===== src/hdl/irwl_pkg.sv =====
// Shared types and constants for the infrared word link transceiver.
// Holds the command codes, register indexes, sync words and the state structs.
// No dependencies.
`timescale 1ns / 1ps

package irwl_pkg;

   localparam int unsigned MAX_WORD_BITS = 32;
   localparam int unsigned CNT_W         = 6;
   localparam int unsigned CSR_IDX_W     = 2;

   typedef enum logic [1:0] {
      CMD_TICK  = 2'd0,
      CMD_LOAD  = 2'd1,
      CMD_START = 2'd2
   } cmd_type;

   localparam logic [CSR_IDX_W-1:0] CSR_IS_SENDER    = 2'd0;
   localparam logic [CSR_IDX_W-1:0] CSR_SYNC_LIMIT   = 2'd1;
   localparam logic [CSR_IDX_W-1:0] CSR_FRAME_PERIOD = 2'd2;

   localparam logic [MAX_WORD_BITS-1:0] SYNC_FIRST  = 32'h0000_0000;
   localparam logic [MAX_WORD_BITS-1:0] SYNC_SECOND = 32'hAAAA_AAAA;
   localparam logic [MAX_WORD_BITS-1:0] SYNC_THIRD  = 32'hAE6C_B249;

   localparam logic [CNT_W-1:0] SYNC_LIMIT_RESET   = 6'd20;
   localparam logic [CNT_W-1:0] FRAME_PERIOD_RESET = 6'd15;
   localparam logic [CNT_W-1:0] CNT_MAX            = 6'd63;

   typedef struct packed {
      logic             is_sender_role;
      logic [CNT_W-1:0] sync_repeat_limit;
      logic [CNT_W-1:0] frame_period;
   } cfg_type;

   typedef struct packed {
      logic [CNT_W-1:0] bit_position;
      logic             resting;
      logic             sample_delay;
      logic             link_up;
      logic             nearly_up;
      logic [CNT_W-1:0] sync_words_seen;
      logic [CNT_W-1:0] frame_counter;
      logic             ticking;
      logic             carrier;
      logic             led_high;
   } ctl_type;

   typedef struct packed {
      logic                     carrier_on;
      logic                     led_idle_high;
      logic [MAX_WORD_BITS-1:0] rx_word;
      logic                     rx_word_done;
      logic                     frame_tick;
      logic                     link_initialized;
      logic [CNT_W-1:0]         frame_count;
      logic                     awaiting_start;
   } rsp_type;

endpackage


===== src/hdl/ir_word_link_transceiver.sv =====
// Infrared word link transceiver: takes one command word per clock while req_stall is
// low. A word is held in the input register and its results land in the result
// register when the word advances, which is also when the link state registers update.
// The result register frees while it is taken, so a new word enters while the
// previous result is still held; rsp_stall backs up into req_stall only when both
// stages are full. Configuration writes are always ready and must only be issued
// while no word is in flight. There is no clearing pass after reset. Depends on
// irwl_pkg, irwl_csr, irwl_step.
`timescale 1ns / 1ps

module ir_word_link_transceiver
   import irwl_pkg::*;
#(
   parameter int unsigned WORD_BITS = 32
) (
   input  logic                     clock,
   input  logic                     reset,
   input  logic                     req_valid,
   output logic                     req_stall,
   input  logic [1:0]               req_command,
   input  logic                     req_rx_level_one,
   input  logic [MAX_WORD_BITS-1:0] req_tx_word_in,
   output logic                     rsp_valid,
   input  logic                     rsp_stall,
   output logic                     rsp_carrier_on,
   output logic                     rsp_led_idle_high,
   output logic [MAX_WORD_BITS-1:0] rsp_rx_word,
   output logic                     rsp_rx_word_done,
   output logic                     rsp_frame_tick,
   output logic                     rsp_link_initialized,
   output logic [CNT_W-1:0]         rsp_frame_count,
   output logic                     rsp_awaiting_start,
   input  logic                     csr_valid,
   output logic                     csr_ready,
   input  logic [CSR_IDX_W-1:0]     csr_index,
   input  logic [CNT_W-1:0]         csr_wdata
);

   cfg_type cfg;

   logic                 stage_v_ff, stage_v_in;
   logic [1:0]           cmd_ff;
   logic                 rxb_ff;
   logic [WORD_BITS-1:0] txw_ff;
   logic                 rsp_v_ff, rsp_v_in;
   rsp_type              rsp_ff, rsp_in;

   ctl_type              ctl_ff, ctl_in;
   logic [WORD_BITS-1:0] rx_shift_ff, rx_shift_in;
   logic [WORD_BITS-1:0] tx_hold_ff, tx_hold_in;
   logic                 word_done;
   logic                 frame_tick;

   logic accept_req;
   logic advance;

   irwl_csr u_csr (
      .clock     (clock),
      .reset     (reset),
      .csr_valid (csr_valid),
      .csr_index (csr_index),
      .csr_wdata (csr_wdata),
      .csr_ready (csr_ready),
      .cfg       (cfg)
   );

   irwl_step #(
      .WORD_BITS (WORD_BITS)
   ) u_step (
      .cfg           (cfg),
      .ctl           (ctl_ff),
      .rx_shift      (rx_shift_ff),
      .tx_hold       (tx_hold_ff),
      .command       (cmd_ff),
      .rx_level_one  (rxb_ff),
      .tx_word       (txw_ff),
      .ctl_next      (ctl_in),
      .rx_shift_next (rx_shift_in),
      .tx_hold_next  (tx_hold_in),
      .word_done     (word_done),
      .frame_tick    (frame_tick)
   );

   // advance the held word whenever the result slot is empty or being taken
   assign advance    = stage_v_ff & (~rsp_v_ff | ~rsp_stall);
   assign req_stall  = stage_v_ff & ~advance;
   assign accept_req = req_valid & ~req_stall;
   assign stage_v_in = accept_req | (stage_v_ff & ~advance);
   assign rsp_v_in   = advance | (rsp_v_ff & rsp_stall);

   always_comb begin
      rsp_in.carrier_on       = ctl_in.carrier;
      rsp_in.led_idle_high    = ctl_in.led_high;
      rsp_in.rx_word          = MAX_WORD_BITS'(rx_shift_in);
      rsp_in.rx_word_done     = word_done;
      rsp_in.frame_tick       = frame_tick;
      rsp_in.link_initialized = ctl_in.link_up;
      rsp_in.frame_count      = ctl_in.frame_counter;
      rsp_in.awaiting_start   = ~ctl_in.ticking;
   end

   always_ff @(posedge clock) begin
      if (reset) begin
         stage_v_ff  <= 1'b0;
         rsp_v_ff    <= 1'b0;
         ctl_ff      <= '0;
         rx_shift_ff <= '0;
         tx_hold_ff  <= '0;
      end else begin
         stage_v_ff <= stage_v_in;
         rsp_v_ff   <= rsp_v_in;
         if (advance) begin
            ctl_ff      <= ctl_in;
            rx_shift_ff <= rx_shift_in;
            tx_hold_ff  <= tx_hold_in;
         end
      end
   end

   always_ff @(posedge clock) begin
      if (accept_req) begin
         cmd_ff <= req_command;
         rxb_ff <= req_rx_level_one;
         txw_ff <= req_tx_word_in[WORD_BITS-1:0];
      end
      if (advance) begin
         rsp_ff <= rsp_in;
      end
   end

   assign rsp_valid            = rsp_v_ff;
   assign rsp_carrier_on       = rsp_ff.carrier_on;
   assign rsp_led_idle_high    = rsp_ff.led_idle_high;
   assign rsp_rx_word          = rsp_ff.rx_word;
   assign rsp_rx_word_done     = rsp_ff.rx_word_done;
   assign rsp_frame_tick       = rsp_ff.frame_tick;
   assign rsp_link_initialized = rsp_ff.link_initialized;
   assign rsp_frame_count      = rsp_ff.frame_count;
   assign rsp_awaiting_start   = rsp_ff.awaiting_start;

   // a frame tick only comes with the end of a word
   a_tick_needs_done: assert property (@(posedge clock) disable iff (reset)
      (rsp_valid && rsp_frame_tick) |-> rsp_rx_word_done)
      else $error("frame tick without word completion");

   // the bit counter never runs past the longest word with start burst and sample delay
   a_bitpos_bound: assert property (@(posedge clock) disable iff (reset)
      ctl_ff.bit_position <= CNT_W'(WORD_BITS + 4))
      else $error("bit position out of range");

   // sync words are counted only after the second sync word was seen
   a_seen_needs_nearly: assert property (@(posedge clock) disable iff (reset)
      (ctl_ff.sync_words_seen != '0) |-> ctl_ff.nearly_up)
      else $error("sync word count without nearly-up");

   // the state moves only when a word moves into the result register
   a_state_holds: assert property (@(posedge clock) disable iff (reset)
      !advance |=> $stable(ctl_ff))
      else $error("link state changed without a word");

endmodule


===== src/hdl/irwl_csr.sv =====
// Configuration registers of the infrared word link transceiver.
// Depends on irwl_pkg for the register indexes and the cfg_type struct.
`timescale 1ns / 1ps

module irwl_csr
   import irwl_pkg::*;
(
   input  logic                 clock,
   input  logic                 reset,
   input  logic                 csr_valid,
   input  logic [CSR_IDX_W-1:0] csr_index,
   input  logic [CNT_W-1:0]     csr_wdata,
   output logic                 csr_ready,
   output cfg_type              cfg
);

   cfg_type cfg_ff;
   cfg_type cfg_in;

   assign csr_ready = 1'b1;
   assign cfg       = cfg_ff;

   always_comb begin
      cfg_in = cfg_ff;
      if (csr_valid) begin
         unique case (csr_index)
            CSR_IS_SENDER:    cfg_in.is_sender_role    = csr_wdata[0];
            CSR_SYNC_LIMIT:   cfg_in.sync_repeat_limit = csr_wdata;
            CSR_FRAME_PERIOD: cfg_in.frame_period      = csr_wdata;
            default:          cfg_in = cfg_ff;
         endcase
      end
   end

   always_ff @(posedge clock) begin
      if (reset) begin
         cfg_ff.is_sender_role    <= 1'b1;
         cfg_ff.sync_repeat_limit <= SYNC_LIMIT_RESET;
         cfg_ff.frame_period      <= FRAME_PERIOD_RESET;
      end else begin
         cfg_ff <= cfg_in;
      end
   end

endmodule


===== src/hdl/irwl_step.sv =====
// Next-state logic for one word: tick, load or start, plus the end-of-word sync handshake.
// Depends on irwl_pkg for the command codes, sync words and state structs.
`timescale 1ns / 1ps

module irwl_step
   import irwl_pkg::*;
#(
   parameter int unsigned WORD_BITS = 32
) (
   input  cfg_type              cfg,
   input  ctl_type              ctl,
   input  logic [WORD_BITS-1:0] rx_shift,
   input  logic [WORD_BITS-1:0] tx_hold,
   input  logic [1:0]           command,
   input  logic                 rx_level_one,
   input  logic [WORD_BITS-1:0] tx_word,
   output ctl_type              ctl_next,
   output logic [WORD_BITS-1:0] rx_shift_next,
   output logic [WORD_BITS-1:0] tx_hold_next,
   output logic                 word_done,
   output logic                 frame_tick
);

   localparam int unsigned IDX_W = $clog2(WORD_BITS);
   localparam logic [6:0] WB7 = 7'(WORD_BITS);
   localparam logic [WORD_BITS-1:0] SYNC_FIRST_W  = SYNC_FIRST[WORD_BITS-1:0];
   localparam logic [WORD_BITS-1:0] SYNC_SECOND_W = SYNC_SECOND[WORD_BITS-1:0];
   localparam logic [WORD_BITS-1:0] SYNC_THIRD_W  = SYNC_THIRD[WORD_BITS-1:0];

   logic             snd;
   logic [6:0]       idx7;
   logic [6:0]       off7;
   logic [6:0]       rel7;
   logic [6:0]       sh_rx7;
   logic [6:0]       sh_tx7;
   logic             finish;
   logic [6:0]       seen7;
   logic [CNT_W-1:0] frame_base;

   assign snd    = cfg.is_sender_role;
   assign idx7   = {1'b0, ctl.bit_position};
   assign off7   = {6'd0, ctl.sample_delay};
   assign rel7   = idx7 - off7;
   assign sh_rx7 = WB7 - rel7;
   assign sh_tx7 = WB7 - idx7;
   assign finish = idx7 > (WB7 + off7 + off7 + off7);

   always_comb begin
      ctl_next      = ctl;
      rx_shift_next = rx_shift;
      tx_hold_next  = tx_hold;
      word_done     = 1'b0;
      frame_tick    = 1'b0;
      seen7         = {1'b0, ctl.sync_words_seen};
      frame_base    = ctl.frame_counter;
      unique case (command)
         CMD_LOAD: begin
            tx_hold_next = tx_word;
         end
         CMD_START: begin
            ctl_next.bit_position = '0;
            ctl_next.ticking      = 1'b1;
            if (snd) begin
               ctl_next.sample_delay = 1'b1;
               tx_hold_next          = SYNC_FIRST_W;
            end else begin
               tx_hold_next = SYNC_SECOND_W;
            end
         end
         CMD_TICK: begin
            if (ctl.ticking && ctl.resting) begin
               ctl_next.carrier  = 1'b0;
               ctl_next.led_high = 1'b1;
               ctl_next.resting  = 1'b0;
            end else if (ctl.ticking) begin
               // start burst opens the word on the sender side
               if (ctl.bit_position == '0 && snd) begin
                  rx_shift_next    = '0;
                  ctl_next.carrier = 1'b1;
               end
               if (idx7 >= 7'd1 + off7 && rel7 <= WB7) begin
                  rx_shift_next[sh_rx7[IDX_W-1:0]] = rx_level_one;
               end
               if (idx7 >= 7'd1 && idx7 <= WB7) begin
                  if (tx_hold[sh_tx7[IDX_W-1:0]]) begin
                     ctl_next.carrier = 1'b1;
                  end else begin
                     ctl_next.carrier  = 1'b0;
                     ctl_next.led_high = 1'b0;
                  end
               end
               ctl_next.resting      = 1'b1;
               ctl_next.bit_position = ctl.bit_position + 1'b1;
               if (finish) begin
                  if (!ctl.link_up) begin
                     if (rx_shift_next == SYNC_SECOND_W) begin
                        if (snd) begin
                           tx_hold_next = SYNC_SECOND_W;
                        end else begin
                           tx_hold_next       = SYNC_THIRD_W;
                           ctl_next.nearly_up = 1'b1;
                        end
                     end
                     if (rx_shift_next == SYNC_THIRD_W && snd) begin
                        ctl_next.link_up = 1'b1;
                     end
                     if (ctl_next.nearly_up && !snd) begin
                        if (ctl.sync_words_seen <= cfg.sync_repeat_limit) begin
                           seen7 = {1'b0, ctl.sync_words_seen} + 7'd1;
                        end
                        if (seen7 > {1'b0, cfg.sync_repeat_limit}) begin
                           ctl_next.link_up = 1'b1;
                        end
                        ctl_next.sync_words_seen = (seen7 > {1'b0, CNT_MAX}) ? CNT_MAX
                                                                             : seen7[CNT_W-1:0];
                     end
                  end
                  if (ctl.frame_counter >= cfg.frame_period) begin
                     frame_tick = 1'b1;
                     frame_base = '0;
                  end
                  ctl_next.frame_counter = frame_base;
                  if (snd) begin
                     ctl_next.frame_counter = frame_base + 1'b1;
                  end else begin
                     ctl_next.ticking = 1'b0;
                  end
                  word_done             = 1'b1;
                  ctl_next.bit_position = '0;
               end
            end
         end
         default: begin
            ctl_next = ctl;
         end
      endcase
   end

endmodule

===== config.mk =====
export PLATFORM = sky130hd
export DESIGN_NAME = ir_word_link_transceiver
export DESIGN_NICKNAME = d
export VERILOG_FILES = /design/src/hdl/irwl_pkg.sv /design/src/hdl/ir_word_link_transceiver.sv /design/src/hdl/irwl_csr.sv /design/src/hdl/irwl_step.sv
export SDC_FILE = /design/constraint.sdc
export NUM_CORES = 1
export LEC_CHECK = 0
export ABC_CLOCK_PERIOD_IN_PS = 13000
export BUFFER_PORTS_ARGS = -buffer_cell sky130_fd_sc_hd__clkbuf_2
export CORE_UTILIZATION = 50
export CTS_BUF_LIST = sky130_fd_sc_hd__clkbuf_4
export DETAILED_ROUTE_END_ITERATION = 8
export HOLD_SLACK_MARGIN = 0.03
export PLACE_DENSITY = 0.75
export SYNTH_ARGS = -nofsm -noshare
export SYNTH_HDL_FRONTEND = slang
export SYNTH_SLANG_ARGS = --single-unit

===== constraint.sdc =====
create_clock -name clock -period 13 [get_ports clock]
set_input_delay 3.9 -clock clock [delete_from_list [all_inputs] [get_ports clock]]
set_output_delay 3.9 -clock clock [all_outputs]
set_load 0.005 [all_outputs]

# Word-level counts from Yosys, hierarchy flattened
# Cells that the tools add are included.
[classes]
n_addsub = 10
magnitude_cmp = 12
eq_ne = 11
n_mux = 69
bitwise = 17
reduce_logical = 25
[ops]
columns = ["operator", "n"]
rows = [
  ["$mux 32", 17],
  ["$pmux 32 s3", 1],
  ["$eq 32x32->1 const B", 2],
  ["$mux 6", 10],
  ["$mux 7", 8],
  ["$bwmux 32", 1],
  ["$mux 15", 2],
  ["$mux 27", 1],
  ["$mux 1", 19],
  ["$mux 17", 1],
  ["$add 7x1->7", 2],
  ["$mux 14", 1],
  ["$reduce_and 7->1", 2],
  ["$add 6x1->6 const B", 2],
  ["$lt 5x6->1 const B", 2],
  ["$pmux 6 s2", 1],
  ["$not 1->1", 10],
  ["$sub 1x5->5 const A", 2],
  ["$mux 8", 1],
  ["$add 6x1->7 const A", 1],
  ["$add 6x1->7 const B", 1],
  ["$gt 6x7->1", 1],
  ["$gt 7x6->1", 1],
  ["$gt 7x6->1 const B", 1],
  ["other kinds (31)", 54],
]
[totals]
ff_bits = 183
in_bits = 48
wordCells = 172

# Longest topological paths before layout
[depth]
depth_word = 34
mapped_depth = 19
ltp_nobuf = 19

# By module
# A second synthesis with hierarchy kept.
[unflattened]
cells_unflattened = 1249
area_unflattened_um2 = 11855.1
[modules_own_cells]
columns = ["mod", "n_inst", "cells_per_inst", "area_each_um2", "seq_area_each_um2"]
rows = [
  ["ir_word_link_transceiver", 1, 476, 6536.3, 4194.0],
  ["irwl_step", 1, 715, 4745.8, 0.0],
  ["irwl_csr", 1, 58, 573.0, 260.2],
]

# Least setup slack after synthesis
# No wires, ideal clock.
[synth_timing]
kind = "input port to output port"
from = "input port rsp_stall"
to = "output port req_stall"
arrival_ps = 4073
required_time_ps = 9100
setup_slack_ps = 5027
stages = 1
path_cell_list = "and3_1"
[synth_via]
elab_chain_cells = 5
[synth_rtl]
columns = ["element", "line_no", "rtl"]
rows = [
  ["from (decl)", "ir_word_link_transceiver.sv:24", "input logic rsp_stall,"],
  ["$not 1->1", "ir_word_link_transceiver.sv:85", "assign advance = stage_v_ff & (~rsp_v_ff | ~rsp_stall);"],
  ["$or 1x1->1", "ir_word_link_transceiver.sv:85", ""],
  ["$and 1x1->1", "ir_word_link_transceiver.sv:85", ""],
  ["$not 1->1", "ir_word_link_transceiver.sv:86", "assign req_stall = stage_v_ff & ~advance;"],
  ["$and 1x1->1", "ir_word_link_transceiver.sv:86", ""],
  ["to (decl)", "ir_word_link_transceiver.sv:19", "output logic req_stall,"],
]
# No other way between the ends.

# Worst setup path in the final report
# Same ends and word-level chain as after synthesis.

==> key figures <==
Timing
  • Setup tns final: 0 ps
  • Final hold violations: 0
  • Fmax: approximately 120 MHz
  • Final setup violation count: 0
  • Post-Route Skew: 24.2 ps
  • Worst Tran Pin Value: approximately 1200 ps
  • Min Tclk post-route: about 8300 ps
  • RSZ-0062 raised after global routing: no
  • Slew margin rel.: between 10% and 20%
  • Period utilization: 63.7%
  • Slew Viols, Final: 0

Logic synthesis
  • Post-synth EDFFs: 79
  • Top-count cell post-synth: nand2_1
  • Register area share after synthesis: approximately 44%
  • Post-synth top area share: 23.6%
  • Commonest cells in the synthesized netlist: nand2_1 (161), dfxtp_1 (104), nor2_1 (100)
  • Post-synth top area cell: edfxtp_1
  • Synth top area cells: edfxtp_1 (24%), dfxtp_1 (21%), nand2_1 (6.0%), a21oi_1 (4.0%), nor2_1 (3.7%)
  • Mapped Area: a little over 10000 um2
  • Synthesized net count: roughly 1200
  • Yosys warns: 0
  • Predominant post-synthesis flop cell: dfxtp_1
  • Synth Instances: around 1100
  • Ys async rst share: 0%
  • Netlist cell types: 85
  • Synthesized area per cell: between 9 and 10 um2
  • Seq cells post-synth: 183

Setup path
  • Crit. End Element: output port
  • Arr. time, crit path: 4380 ps
  • Worst Path Required: around 9000 ps
  • Crit Path Class: in -> out
  • Startpoint Class: primary input
  • Critical-path maximum fanout: 3

Die
  • IO Count: 95
  • Die outline height: between 100 and 150 um
  • Core Rows: 51
  • Starting density of the core: 51.4%
  • Core area: slightly below 20000 um2
  • Die area: around 21000 um2
  • Width of the die: between 100 and 150 um

Final layout
  • Layout cells sized above 1: around 16%
  • Nets: 1229
  • P&R area growth vs syn: 8.78%
  • Final std cells w/o fill: approximately 1400

Power
  • P_leak: about 4.2 nW
  • Pwr dens: 98.6 nW/um2
  • Switching Fraction: between 20% and 30%
  • Flop pwr share: just under 60%
  • Comb pwr share: under 10%
  • Sw Pwr: slightly above 0.0003 W
  • Max rail drop VDD: between 80 and 90 uV
  • Clock power share: 31.2%
  • Internal power: between 0.0007 and 0.0008 W

Global route
  • Tot GR Track Use: about a quarter
  • Number of global-route vias before repair: about 7600
  • Largest net degree at the start of global routing: between 80 and 90
  • Initial antenna violation count: 1
  • Total gr overflow: 0
  • First-pass GRT wire length: 38.3 mm

Drt
  • Routed len/inst: between 15 and 20 um
  • 1st-iter DRT viols: between 600 and 700
  • Vias per cell: a little under 6
  • Post-Route WL: approximately 24 mm
  • Drt drc: 0
  • First drt pass iteration count: 8
  • Vias: around 8400
  • Final antenna-violating net count: 0

Placed design
  • Post-DP HPWL: roughly 16 mm
  • I/O Buffers: 93
  • Dpl cells: 1399
  • Gpl congestion: around 0.90

Clock tree
  • Clock buffer depth: 2
  • # H-tree levels: 4
  • CTS Buf Count: 17
  • Clock sinks: about 180
  • Clock transition at path regs: approximately 170 ps
  • Post-CTS Hold Fix Bufs: 0
  • CTS resizes: 0
  • CTS tree: yes
  • Setup Buffers After CTS: 0
  • Clk root buf: clkbuf_4
  • Clk Latency, worst-skew pair: roughly 600 ps

Status
  • Outcome: finished clean

Worst hold path
  • Worst hold path type: reg -> reg

Run
  • Max_cap viols: 0
cell type report:
type / count / area [um2]
fill: 1777 / 8640
antenna: 1 / 2.50
tap: 265 / 332
clock inverter: 14 / 179
inverter: 29 / 109
clock buffer: 18 / 135
timing repair buffer: 101 / 526
sequential: 183 / 4450
multi-input combinational: 821 / 5210
layer usage:
metal | vias up | part of all wire (%) | GRT usage (%)
met5 | - | 0 | 0
met4 | 0 | 1.9 | 8.06
met3 | 36 | 6.7 | 4.07
met2 | 314 | 47 | 38.9
met1 | 3937 | 44 | 31.3
li1 | 4124 | - | -
worst paths after layout:
path / cells past startpoint / slack, ps / endpoint / start
max: 3 / 4720 / req_stall / rsp_stall
max reg2reg: 14 / 7480 / tx_hold_ff[23] / ctl_ff[19]
min: 2 / 470 / tx_hold_ff[25] / tx_hold_ff[25]
min reg2reg: 2 / 470 / tx_hold_ff[25] / tx_hold_ff[25]
kinds of logic (layout without fill, tap and decap cells):
kind of cell	count (synthesis)	after routing	synth area share [%]
xor gates and xnor gates	17	17	1.48
other	1	2	0.0373
AOI/OAI and AO/OA	298	298	19.5
muxes	52	52	6.84
DFF	183	183	44.3
buffers and inverters	98	162	4.10
and+or+nand+nor	425	425	20.3
adders and majority gates	28	28	3.48
cells in the final DEF (no fill, tap or decap), types with 13 or more instances in the layout:
cell type,n
mux2i_1,26
dfxtp_1,104
a21oi_1,81
ha_1,28
clkbuf_4,18
nand3_1,19
a21o_1,13
nor3_1,28
clkbuf_2,93
nand2b_1,13
edfxtp_1,79
a32o_1,16
o21ai_0,72
nor2_1,100
nand4_1,14
nor2b_1,19
nand2_1,161
inv_1,25
through the flow:
| stage | total power (W) | worst slack, ps | hold WS [ps] | area [um2] | utilization (%) |
|---|---|---|---|---|---|
| 4_1_cts | 0.00109 | 4720 | 473 | 10900 | 55.9 |
| 2_1_floorplan | 0.000719 | 5030 | 435 | 10100 | - |
| 6_report | 0.00108 | 4720 | 468 | 10900 | 55.9 |
| 3_5_place_dp | 0.000754 | 4720 | 450 | 10600 | 54.3 |
| 3_3_place_gp | 0.000752 | 4740 | 442 | 10600 | 54.3 |
| 5_1_grt | 0.00112 | 4700 | 492 | 10900 | 55.9 |
state kept, by name, summed over array words and instances (netlist names):
name / cells
stage_v_ff: 1
txw_ff: 32
rsp_rx_word_done: 1
rsp_awaiting_start: 1
tx_hold_ff: 32
rsp_frame_count: 6
rsp_valid: 1
ctl_ff: 25
rsp_frame_tick: 1
cmd_ff: 2
u_csr.cfg: 13
rsp_carrier_on: 1
rsp_link_initialized: 1
rsp_led_idle_high: 1
rxb_ff: 1
rsp_rx_word: 32
rx_shift_ff: 32
critical path: stages:
cell and delay, ps:
clkbuf_2 100, and3_1 240, clkbuf_2 150
power by group through the flow:
stage | clock network, W | registers [W] | logic (W)
after floorplan | 0 | 0.000645 | 0.0000745
after global placement | 0 | 0.000649 | 0.000103
after detailed placement | 0 | 0.000649 | 0.000105
after CTS | 0.000345 | 0.000637 | 0.000105
after global routing | 0.000363 | 0.000640 | 0.000118
final | 0.000337 | 0.000637 | 0.000105
(Power assumes the default switching activity.)
